### src/sv/assert_macros.svh
// Assertion macros of the cycle timer, included by the sequencer RTL.
`ifndef ASSERT_MACROS_SVH
`define ASSERT_MACROS_SVH

// Same-cycle implication, disabled while reset is high.
`define OCT_ASSERT_NOW(label, clk, rst, ante, cons) \
   label: assert property (@(posedge clk) disable iff (rst) (ante) |-> (cons)) \
      else $error("cycle timer assertion failed");

// Next-cycle implication, disabled while reset is high.
`define OCT_ASSERT_NEXT(label, clk, rst, ante, cons) \
   label: assert property (@(posedge clk) disable iff (rst) (ante) |=> (cons)) \
      else $error("cycle timer assertion failed");

`endif

### src/sv/oct_pkg.sv
// Types, constants and helper functions of the on/off cycle timer.
`default_nettype none
package oct_pkg;

   localparam int SEC_W    = 15;
   localparam int TICK_W   = 32;
   localparam int REMAIN_W = 25;
   localparam int PERIOD_W = 26;
   localparam int CSR_IDX_W = 2;

   localparam logic OP_START = 1'b0;
   localparam logic OP_CHECK = 1'b1;

   localparam logic [CSR_IDX_W-1:0] CSR_ON_SECONDS  = 2'd0;
   localparam logic [CSR_IDX_W-1:0] CSR_OFF_SECONDS = 2'd1;

   typedef struct packed {
      logic              operation;
      logic [TICK_W-1:0] now_ms;
   } req_type;

   typedef struct packed {
      logic                changed;
      logic                relay_on;
      logic [REMAIN_W-1:0] remaining_ms;
   } rsp_type;

   typedef struct packed {
      logic [TICK_W-1:0] a;
      logic [TICK_W-1:0] b;
   } alu_req_type;

   typedef struct packed {
      logic [TICK_W-1:0] diff;
      logic              borrow;
   } alu_rsp_type;

   // Seconds to milliseconds; zero counts as one second.
   function automatic logic [REMAIN_W-1:0] phase_ms(input logic [SEC_W-1:0] sec);
      logic [SEC_W-1:0]    s;
      logic [REMAIN_W-1:0] w;
      s = (sec == '0) ? SEC_W'(1) : sec;
      w = {10'b0, s};
      // 1000 = 1024 - 16 - 8
      return (w << 10) - (w << 4) - (w << 3);
   endfunction

endpackage
`default_nettype wire

### src/sv/oct_alu.sv
// Shared 32-bit subtract and compare unit of the cycle timer.
`default_nettype none
module oct_alu (
   input  oct_pkg::alu_req_type alu_req,
   output oct_pkg::alu_rsp_type alu_rsp
);
   import oct_pkg::*;

   logic [TICK_W:0] wide_diff;

   assign wide_diff      = {1'b0, alu_req.a} - {1'b0, alu_req.b};
   assign alu_rsp.diff   = wide_diff[TICK_W-1:0];
   assign alu_rsp.borrow = wide_diff[TICK_W];

endmodule
`default_nettype wire

### src/sv/oct_seq.sv
// Sequencer and timer state: elapsed time, catch-up, period reduction.
`default_nettype none
module oct_seq (
   input  wire                       clock,
   input  wire                       reset,
   input  wire  [oct_pkg::SEC_W-1:0] on_seconds,
   input  wire  [oct_pkg::SEC_W-1:0] off_seconds,
   input  wire                       req_fire,
   input  oct_pkg::req_type          req_data,
   output logic                      busy,
   input  wire                       out_free,
   output logic                      done,
   output oct_pkg::rsp_type          result
);
   import oct_pkg::*;

   localparam logic [2:0] ST_IDLE = 3'd0;
   localparam logic [2:0] ST_CMP  = 3'd1;
   localparam logic [2:0] ST_MOD  = 3'd2;
   localparam logic [2:0] ST_LOOP = 3'd3;
   localparam logic [2:0] ST_FIN  = 3'd4;

   localparam int CNT_W = $clog2(TICK_W);

   logic [2:0]          state_ff, state_in;
   logic                phase_ff, phase_in;
   logic [REMAIN_W-1:0] tr_ff, tr_in;
   logic [TICK_W-1:0]   last_tick_ff, last_tick_in;
   logic [TICK_W-1:0]   elapsed_ff, elapsed_in;
   logic [PERIOD_W-1:0] period_ff, period_in;
   logic [PERIOD_W-1:0] rem_ff, rem_in;
   logic [CNT_W-1:0]    cnt_ff, cnt_in;
   logic                changed_ff, changed_in;

   logic [REMAIN_W-1:0] on_ms, off_ms;
   logic [PERIOD_W-1:0] period_sum;
   alu_req_type         alu_req;
   alu_rsp_type         alu_rsp;

   assign on_ms      = phase_ms(on_seconds);
   assign off_ms     = phase_ms(off_seconds);
   assign period_sum = {1'b0, on_ms} + {1'b0, off_ms};

   oct_alu u_alu (
      .alu_req (alu_req),
      .alu_rsp (alu_rsp)
   );

   always_comb begin
      state_in     = state_ff;
      phase_in     = phase_ff;
      tr_in        = tr_ff;
      last_tick_in = last_tick_ff;
      elapsed_in   = elapsed_ff;
      period_in    = period_ff;
      rem_in       = rem_ff;
      cnt_in       = cnt_ff;
      changed_in   = changed_ff;
      alu_req.a    = '0;
      alu_req.b    = '0;
      done         = 1'b0;
      unique case (state_ff)
         ST_IDLE: begin
            alu_req.a = req_data.now_ms;
            alu_req.b = last_tick_ff;
            if (req_fire) begin
               last_tick_in = req_data.now_ms;
               changed_in   = 1'b0;
               if (req_data.operation == OP_START) begin
                  phase_in   = 1'b0;
                  tr_in      = off_ms;
                  elapsed_in = '0;
                  state_in   = ST_FIN;
               end else begin
                  elapsed_in = alu_rsp.diff;
                  state_in   = ST_CMP;
               end
            end
         end
         ST_CMP: begin
            alu_req.a = elapsed_ff;
            alu_req.b = {{(TICK_W-REMAIN_W){1'b0}}, tr_ff};
            if (!alu_rsp.borrow) begin
               changed_in = 1'b1;
               elapsed_in = alu_rsp.diff;
               phase_in   = !phase_ff;
               tr_in      = phase_ff ? off_ms : on_ms;
               period_in  = period_sum;
               rem_in     = '0;
               cnt_in     = '1;
               state_in   = ST_MOD;
            end else begin
               state_in = ST_FIN;
            end
         end
         ST_MOD: begin
            // one remainder bit per cycle, dividend shifted in from the top
            alu_req.a = {{(TICK_W-PERIOD_W-1){1'b0}}, rem_ff, elapsed_ff[TICK_W-1]};
            alu_req.b = {{(TICK_W-PERIOD_W){1'b0}}, period_ff};
            rem_in     = alu_rsp.borrow ? alu_req.a[PERIOD_W-1:0]
                                        : alu_rsp.diff[PERIOD_W-1:0];
            elapsed_in = {elapsed_ff[TICK_W-2:0], 1'b0};
            cnt_in     = cnt_ff - CNT_W'(1);
            if (cnt_ff == '0) begin
               elapsed_in = {{(TICK_W-PERIOD_W){1'b0}}, rem_in};
               state_in   = ST_LOOP;
            end
         end
         ST_LOOP: begin
            alu_req.a = elapsed_ff;
            alu_req.b = {{(TICK_W-REMAIN_W){1'b0}}, tr_ff};
            if (!alu_rsp.borrow) begin
               elapsed_in = alu_rsp.diff;
               phase_in   = !phase_ff;
               tr_in      = phase_ff ? off_ms : on_ms;
            end else begin
               state_in = ST_FIN;
            end
         end
         ST_FIN: begin
            alu_req.a = {{(TICK_W-REMAIN_W){1'b0}}, tr_ff};
            alu_req.b = elapsed_ff;
            // hold until the output register can take the item
            if (out_free) begin
               tr_in    = alu_rsp.diff[REMAIN_W-1:0];
               done     = 1'b1;
               state_in = ST_IDLE;
            end
         end
         default: begin
            state_in = ST_IDLE;
         end
      endcase
   end

   assign busy                = (state_ff != ST_IDLE);
   assign result.changed      = changed_ff;
   assign result.relay_on     = phase_ff;
   assign result.remaining_ms = alu_rsp.diff[REMAIN_W-1:0];

   always_ff @(posedge clock) begin
      if (reset) begin
         state_ff     <= ST_IDLE;
         phase_ff     <= 1'b0;
         tr_ff        <= '0;
         last_tick_ff <= '0;
         changed_ff   <= 1'b0;
         cnt_ff       <= '0;
      end else begin
         state_ff     <= state_in;
         phase_ff     <= phase_in;
         tr_ff        <= tr_in;
         last_tick_ff <= last_tick_in;
         changed_ff   <= changed_in;
         cnt_ff       <= cnt_in;
      end
   end

   always_ff @(posedge clock) begin
      elapsed_ff <= elapsed_in;
      period_ff  <= period_in;
      rem_ff     <= rem_in;
   end

`include "assert_macros.svh"

   `OCT_ASSERT_NOW(a_rem_below_period, clock, reset, state_ff == ST_MOD, rem_ff < period_ff)
   `OCT_ASSERT_NOW(a_loop_below_period, clock, reset, state_ff == ST_LOOP,
      elapsed_ff < {{(TICK_W-PERIOD_W){1'b0}}, period_ff})
   `OCT_ASSERT_NOW(a_fin_no_underflow, clock, reset, state_ff == ST_FIN,
      elapsed_ff <= {{(TICK_W-REMAIN_W){1'b0}}, tr_ff})
   `OCT_ASSERT_NEXT(a_check_to_cmp, clock, reset,
      req_fire && req_data.operation == OP_CHECK, state_ff == ST_CMP)

endmodule
`default_nettype wire

### src/sv/on_off_cycle_timer_top.sv
// On/off cycle timer: relay phase timer with separate on and off durations.
//
// Channels: req_ carries one item (operation, now_ms); rsp_ returns one
// item (changed, relay_on, remaining_ms) for every request. An item moves
// at a rising edge where valid is high and stall is low. csr_ writes the
// on (index 0) and off (index 1) durations in seconds; csr_ready is always
// high, and writes are meant for times when no request is in flight.
// A start goes from idle to the finish state; a check passes the compare
// state first, and a check that toggles goes on through the remainder and
// loop states. The remainder is a 32-step restoring one against the
// on + off period, one bit per cycle through the shared subtractor.
// One request is worked at a time; req_stall is high while it is in work.
// The result sits in an output register, so a new request is taken while
// the previous result waits; a stalled receiver holds the last step until
// that register frees up. Reset (synchronous): relay off, remaining time 0,
// last tick 0, both durations 1 second.
`default_nettype none
module on_off_cycle_timer_top (
   input  wire                           clock,
   input  wire                           reset,
   input  wire                           csr_valid,
   output logic                          csr_ready,
   input  wire  [oct_pkg::CSR_IDX_W-1:0] csr_index,
   input  wire  [oct_pkg::SEC_W-1:0]     csr_data,
   input  wire                           req_valid,
   output logic                          req_stall,
   input  oct_pkg::req_type              req_data,
   output logic                          rsp_valid,
   input  wire                           rsp_stall,
   output oct_pkg::rsp_type              rsp_data
);
   import oct_pkg::*;

   logic [SEC_W-1:0] on_s_ff, on_s_in;
   logic [SEC_W-1:0] off_s_ff, off_s_in;
   logic             rsp_valid_ff, rsp_valid_in;
   rsp_type          rsp_data_ff, rsp_data_in;

   logic    busy, done, out_free, req_fire;
   rsp_type result;

   assign csr_ready = 1'b1;
   assign req_stall = busy;
   assign req_fire  = req_valid && !busy;
   assign out_free  = !rsp_valid_ff || !rsp_stall;

   always_comb begin
      on_s_in  = on_s_ff;
      off_s_in = off_s_ff;
      if (csr_valid) begin
         if (csr_index == CSR_ON_SECONDS) begin
            on_s_in = csr_data;
         end else if (csr_index == CSR_OFF_SECONDS) begin
            off_s_in = csr_data;
         end
      end
   end

   always_comb begin
      rsp_valid_in = rsp_valid_ff;
      rsp_data_in  = rsp_data_ff;
      if (done) begin
         rsp_valid_in = 1'b1;
         rsp_data_in  = result;
      end else if (!rsp_stall) begin
         rsp_valid_in = 1'b0;
      end
   end

   oct_seq u_seq (
      .clock       (clock),
      .reset       (reset),
      .on_seconds  (on_s_ff),
      .off_seconds (off_s_ff),
      .req_fire    (req_fire),
      .req_data    (req_data),
      .busy        (busy),
      .out_free    (out_free),
      .done        (done),
      .result      (result)
   );

   always_ff @(posedge clock) begin
      if (reset) begin
         on_s_ff      <= SEC_W'(1);
         off_s_ff     <= SEC_W'(1);
         rsp_valid_ff <= 1'b0;
      end else begin
         on_s_ff      <= on_s_in;
         off_s_ff     <= off_s_in;
         rsp_valid_ff <= rsp_valid_in;
      end
   end

   always_ff @(posedge clock) begin
      rsp_data_ff <= rsp_data_in;
   end

   assign rsp_valid = rsp_valid_ff;
   assign rsp_data  = rsp_data_ff;

endmodule
`default_nettype wire

### config.mk
export PLATFORM = sky130hd
export DESIGN_NAME = on_off_cycle_timer_top
export DESIGN_NICKNAME = d
export VERILOG_FILES = /design/src/sv/oct_pkg.sv /design/src/sv/oct_alu.sv /design/src/sv/oct_seq.sv /design/src/sv/on_off_cycle_timer_top.sv
export VERILOG_INCLUDE_DIRS = /design/src /design/src/sv
export SDC_FILE = /design/constraint.sdc
export NUM_CORES = 1
export LEC_CHECK = 0
export ABC_CLOCK_PERIOD_IN_PS = 8000
export BUFFER_PORTS_ARGS = -buffer_cell sky130_fd_sc_hd__buf_2
export CORE_MARGIN = 8
export CORE_UTILIZATION = 49
export CTS_BUF_LIST = sky130_fd_sc_hd__clkbuf_16
export CTS_CLUSTER_SIZE = 10
export DETAILED_ROUTE_END_ITERATION = 12
export PLACE_DENSITY_LB_ADDON = 0.05
export SYNTH_ARGS = -nofsm -noshare
export SYNTH_HDL_FRONTEND = slang
export SYNTH_SLANG_ARGS = --single-unit
### constraint.sdc
create_clock -name clock -period 8 [get_ports clock]
set_clock_uncertainty 0.2 [all_clocks]
set_input_delay 0.4 -clock clock [delete_from_list [all_inputs] [get_ports clock]]
set_output_delay 0.4 -clock clock [all_outputs]
set_load 0.1 [all_outputs]
---- After elaboration in Yosys (flattened, before gate mapping) ----
Cells that the tools add are included.
storage, ports and cells
  register bits ........................... 209
  input bits .............................. 55
  output and inout bits ................... 30
operators by class
  add/sub/neg operators ................... 7
  equal/unequal tests ..................... 13
  mux-type cells .......................... 37
  bitwise operators ....................... 2
  reduce and logical (&&, ||, !) cells .... 28
operators with widths
  cell                number
  $pmux 64 s4         1
  $mux 32             4
  $mux 25             5
  $pmux 32 s3         1
  $pmux 25 s3         1
  $mux 26             2
  $pmux 26 s2         1
  $sub 25x18->25      2
  $sub 25x19->25      2
  $sub 32x32->33      1
  $logic_not 15->1    2
  $mux 15             2
  $add 25x25->26      1
  $mux 3              6
  $pmux 3 s5          1
  $ne 2x2->1 const B  6
  $pmux 5 s2          1
  $mux 1              9
  $reduce_and 3->1    3
  $reduce_bool 3->1   3
  $reduce_and 2->1    4
  $reduce_and 4->1    2
  $eq 3x2->1 const B  2
  $reduce_bool 2->1   3
  16 further kinds    22

---- Longest topological paths before layout ----
  word-level depth ........................ 7
  depth in mapped cells ................... 25
  depth with buffers taken out ............ 24

---- Hierarchy ----
From an unflattened synthesis, not the netlist that was laid out.
second synthesis, totals
  cell total of the unflattened synthesis .. 1,705
  area total of the unflattened synthesis .. 14,980.6 um^2
by module, submodules not included
  module                  instances  cells each  area an instance (um^2)  sequential area each (um^2)
  oct_seq                 1          1,316       11,149.4                 3,773.6
  on_off_cycle_timer_top  1          150         2,117.0                  1,431.4
  oct_alu                 1          239         1,714.1                  0.0

---- Worst setup path before layout ----
No wires, ideal clock.
  kind .................................... flip-flop to flip-flop
  start point ............................. register u_seq.state_ff[1]
  end point ............................... register u_seq.elapsed_ff[0] (enable)
  library setup time ...................... 474 ps
  arrival time ............................ 6,211 ps
  data required time ...................... 7,326 ps
  path slack .............................. 1,115 ps
  cell stages (with the launch flop) ...... 18
  buffers on the path ..................... 4
  cell sequence ........................... dfxtp_1 > clkbuf_1 > inv_1 > nor3_1 > clkbuf_1 > clkbuf_1 > a22o_1 > nor2_1 > ha_1 > fa_1 > nor2b_1 > o31a_1 > o21ai_1 > a211oi_2 > nor3_1 > o31a_1 > clkbuf_1 > a221oi_1
between the ends
  cells in the longest elaborated chain, start to end .. 6
  elaborated cells on any way between the ends .. 15
  those cells by class .................... add/sub: 1; eq/ne: 6; mux: 1; reduce/logical: 7
RTL lines
  what                                             line            source
  start, declared                                  oct_seq.sv:25   logic [2:0] state_ff, state_in;
  start signal, assigned                           oct_seq.sv:150  state_ff <= state_in;
  $eq 3x1->1 / $eq 3x2->1 (equally long branches)  oct_seq.sv:62   unique case (state_ff)
  $reduce_or 2->1 (no source line)                 -
  $pmux 64 s4                                      oct_seq.sv:62
  $sub 32x32->33                                   oct_alu.sv:11   assign wide_diff = {1'b0, alu_req.a} - {1'b0, alu_req.b};
  $ne 2x2->1 (no source line)                      -
  $reduce_and 3->1 (no source line) (*)            -
  end signal, assigned                             oct_seq.sv:160  elapsed_ff <= elapsed_in;
  end, declared                                    oct_seq.sv:29   logic [TICK_W-1:0] elapsed_ff, elapsed_in;
Mark *: on every way between the ends. The rest lies on a longest branch, timed or not.
A chain may end at the register's enable or synchronous reset.

---- Worst setup path in the final report ----
  start point ............................. register u_seq.state_ff[0]
  end point ............................... register u_seq.cnt_ff[4]
between the ends
  cells in the longest elaborated chain, start to end .. 6
  elaborated cells on any way between the ends .. 12
  those cells by class .................... add/sub: 1; eq/ne: 5; mux: 2; reduce/logical: 4
RTL lines
  what                                             line            source
  $eq 3x1->1 / $eq 3x2->1 (equally long branches)  oct_seq.sv:62
  $reduce_or 2->1 (no source line)                 -
  $pmux 64 s4                                      oct_seq.sv:62
  $sub 32x32->33                                   oct_alu.sv:11
  $ne 2x2->1 (no source line)                      -
  $reduce_and 2->1 (no source line)                -
  end signal, assigned                             oct_seq.sv:155  cnt_ff <= cnt_in;
  end, declared                                    oct_seq.sv:32   logic [CNT_W-1:0] cnt_ff, cnt_in;
Parallel ways exist; a longest one is shown, timed or not.

==> summary.txt <==
Status
  – Outcome: finished, final reports clean

STA
  – Hold Fails Final Rpt: 0
  – Final setup fails: 0
  – Worst Tran Pin Value: 1190 ps
  – Tcrit/Tclk final: 0.805
  – Setup_tns: 0 ps
  – Max-slew violations: 0
  – Minimum clock period: 6440 ps
  – Relative slew margins: 0.206
  – Unrepaired setup endpoints after global routing: false
  – Fmax: 155 MHz

Hold path
  – Worst hold path class: in -> reg

Clock tree
  – Clock-pin slew on the worst setup and hold paths: 60 ps
  – CTS tree: done
  – CTS sink cnt: 206
  – Clk_lat worst skew: 540 ps
  – Post-CTS resize count: 0
  – H-tree Lvls: 1
  – Cts bufs inserted: 25
  – CTS max path bufs: 3
  – Post-CTS Repair Setup Buffers: 0
  – Root Driver: clkbuf_16

Synth
  – Seq/Total Area, Yosys: 0.355
  – Area leader, netlist: edfxtp_1
  – Synth top area share: 0.221
  – Synth cell types: 84
  – Mapped Area: 0.0147 sq mm
  – Number of synthesized flops with an enable pin: 108
  – Mapped Cells: 1721
  – Top_reg_cell synth: edfxtp_1
  – Top post-synthesis cells by area: edfxtp_1 (22%), dfxtp_1 (13%), ha_1 (9.3%)
  – Syn avg cell area: 8.51 sq um
  – Yosys reg bits: 206
  – Ys async rst share: 0
  – YS warnings: 0
  – Net Count, Synth: 1903

Layout
  – Nets: 1984
  – Post-Layout Cell Count: 2210
  – Most frequent cells in the layout: nand2_1 (277), a21oi_1 (184), nor2_1 (129)
  – Ant. Diodes: 0
  – Area grow syn2layout: 13.3%
  – Post-Layout Inst Area: 0.0166 sq mm
  – Layout cell share with drive strength beyond 1: 0.0929
  – Commonest non-fill, non-tap cell in the layout: nand2_1
  – Fillers: 2788

Route
  – Drt via density: 5.98
  – Routed Antenna Nets: 0
  – DR pass1 iterations: 5
  – Drt drc: 0
  – Initial drt markers: 1149
  – Avg WL per Cell: 20.9 um
  – Via count: 13200
  – WL final: 46300 um

Floorplanning
  – Core area: 0.0296 sq mm
  – I/O Pins: 85
  – Die span in x: 189 um
  – Cell Rows: 63
  – Initial core utilization: 0.496
  – Full die area: 0.0357 sq mm
  – Die Height: 189 um

Pwr
  – Combinational share of power: 0.562
  – Leakage Power: 6.84 nW
  – Clock network power share: 0.161
  – Part of the power in registers: 0.276
  – Switching pwr: 2.86 mW
  – VDD IR max: 0.154 mV
  – P_int: 3.28 mW
  – Switching portion of total power: 0.466
  – Power Dens Cells: 370 mW/mm^2

Flow run
  – Max Cap Viol: 0

Worst setup path
  – Worst Path Required: 8150 ps
  – CP startpoint kind: register
  – Crit path capture type: register
  – Crit Path Class: reg -> reg
  – Crit Path Max Fanout: 29
  – CP arrival: 6590 ps

Place
  – Port bufs: 83
  – Cells after DPL: 2117
  – Dpl cell area: 0.0154 sq mm
  – Dpl hpwl: 33800 um
  – RD Place Congestion: 0.920

Global routing
  – First-pass GRT wire length: 72100 um
  – Tot GR Track Use: 0.252
  – Largest net degree at the start of global routing: 98
  – Grt ovf: 0
  – Initial antenna violation count: 0
  – Vias in the first global route: 12800
==> cell families (layout without fill, tap and decap cells) <==
kind of cell | Yosys count | in the layout | synth area share
xor+xnor | 80 | 80 | 0.0478
simple gates | 536 | 536 | 0.158
compound gates | 557 | 557 | 0.251
other cells | 1 | 1 | 0.000256
mux | 28 | 28 | 0.0196
buf+inv | 186 | 285 | 0.0500
flops | 206 | 206 | 0.355
fa+ha+maj | 127 | 127 | 0.118
==> critical path, cell delays in order, from the launching register on <==
cell	delay (ps)
dfxtp_1	540
or2_2	520
nor2_4	680
buf_4	460
a22oi_1	110
nand3_1	90
ha_1	270
nor2b_1	170
o31a_1	300
o21ai_1	290
a211oi_2	200
nor3_1	510
o31a_1	720
nor2_1	180
nand2_1	210
inv_1	400
nor3_1	310
a211oi_1	80
==> per-layer routing <==
layer,global-route usage,routed length [um]
met1,0.330,20400
met2,0.419,21400
met3,0.0331,2780
met4,0.0920,1720
met5,0,0
==> registers in the layout, indices dropped and copies added, names as in the netlist <==
signal              count
u_seq.elapsed_ff       32
u_seq.phase_ff          1
u_seq.rem_ff           26
rsp_valid               1
u_seq.cnt_ff            5
u_seq.last_tick_ff     32
off_s_ff               15
u_seq.changed_ff        1
u_seq.period_ff        23
rsp_data               27
u_seq.tr_ff            25
on_s_ff                15
u_seq.state_ff          3
==> area by class of cell <==
cell class,instances,area (sq um),share of cell area
Multi-Input combinational cell,1329,8800,0.530
Sequential cell,206,5200,0.313
Timing Repair Buffer,151,1070,0.0646
Clock buffer,25,626,0.0377
Tap cell,390,488,0.0294
Inverter,89,335,0.0202
Clock inverter,20,81.3,0.00490
==> final timing paths <==
| path | from | endpoint | slack, ps | depth (start not counted) |
|---|---|---|---|---|
| hold reg to reg | u_seq.changed_ff$_SDFFE_PP0P_ | rsp_data[26]$_DFFE_PP_ | 240 | 0 |
| hold / removal | req_valid | u_seq.state_ff[0]$_SDFFE_PP0P_ | 40 | 3 |
| setup / recovery | u_seq.state_ff[0]$_SDFFE_PP0P_ | u_seq.cnt_ff[4]$_SDFFE_PP0P_ | 1560 | 17 |
| setup reg to reg | u_seq.state_ff[0]$_SDFFE_PP0P_ | u_seq.cnt_ff[4]$_SDFFE_PP0P_ | 1560 | 17 |
==> timing repair <==
action                                  in CTS  in global routing
hold buffers                                48                  0
endpoints found under the setup margin       0                  0
hold endpoints to repair                    60                  0
==> power by group through the flow <==
stage / combinational, mW / sequential [mW] / clock [mW]
2_1_floorplan: 2.34 / 1.81 / 0
3_3_place_gp: 3.35 / 1.71 / 0
3_5_place_dp: 3.38 / 1.71 / 0
4_1_cts: 3.41 / 1.69 / 1.02
5_1_grt: 3.77 / 1.72 / 1.05
6_report: 3.46 / 1.70 / 0.991
==> synth_stat cells, types with 10 or more instances <==
cell type	instances
clkbuf_1	81
xor2_1	27
nand2_1	278
a22o_1	50
edfxtp_1	108
fa_1	18
inv_1	87
nor2_1	134
o21ai_1	10
xnor2_1	53
o21a_1	15
a21o_1	40
o21bai_1	12
a21oi_1	185
nand3_1	19
nor3_1	22
nor2b_1	17
dfxtp_1	98
mux2i_1	22
nand2b_1	10
ha_1	109
o21ai_0	70
a311oi_1	12
a22oi_1	62
nand4_1	11
a211oi_1	23
a31oi_1	11
==> through the flow <==
stage	utilization	total power [mW]	setup WS, ps	hold WS [ps]
CTS	0.562	6.12	1640	20.5
floorplan	-	4.15	1120	208
detailed placement	0.522	5.09	1660	218
finish	0.562	6.15	1560	40.4
global placement	0.522	5.06	1750	216
global route	0.562	6.54	1100	63.8
No activity file was read; power rests on OpenSTA's default activity.
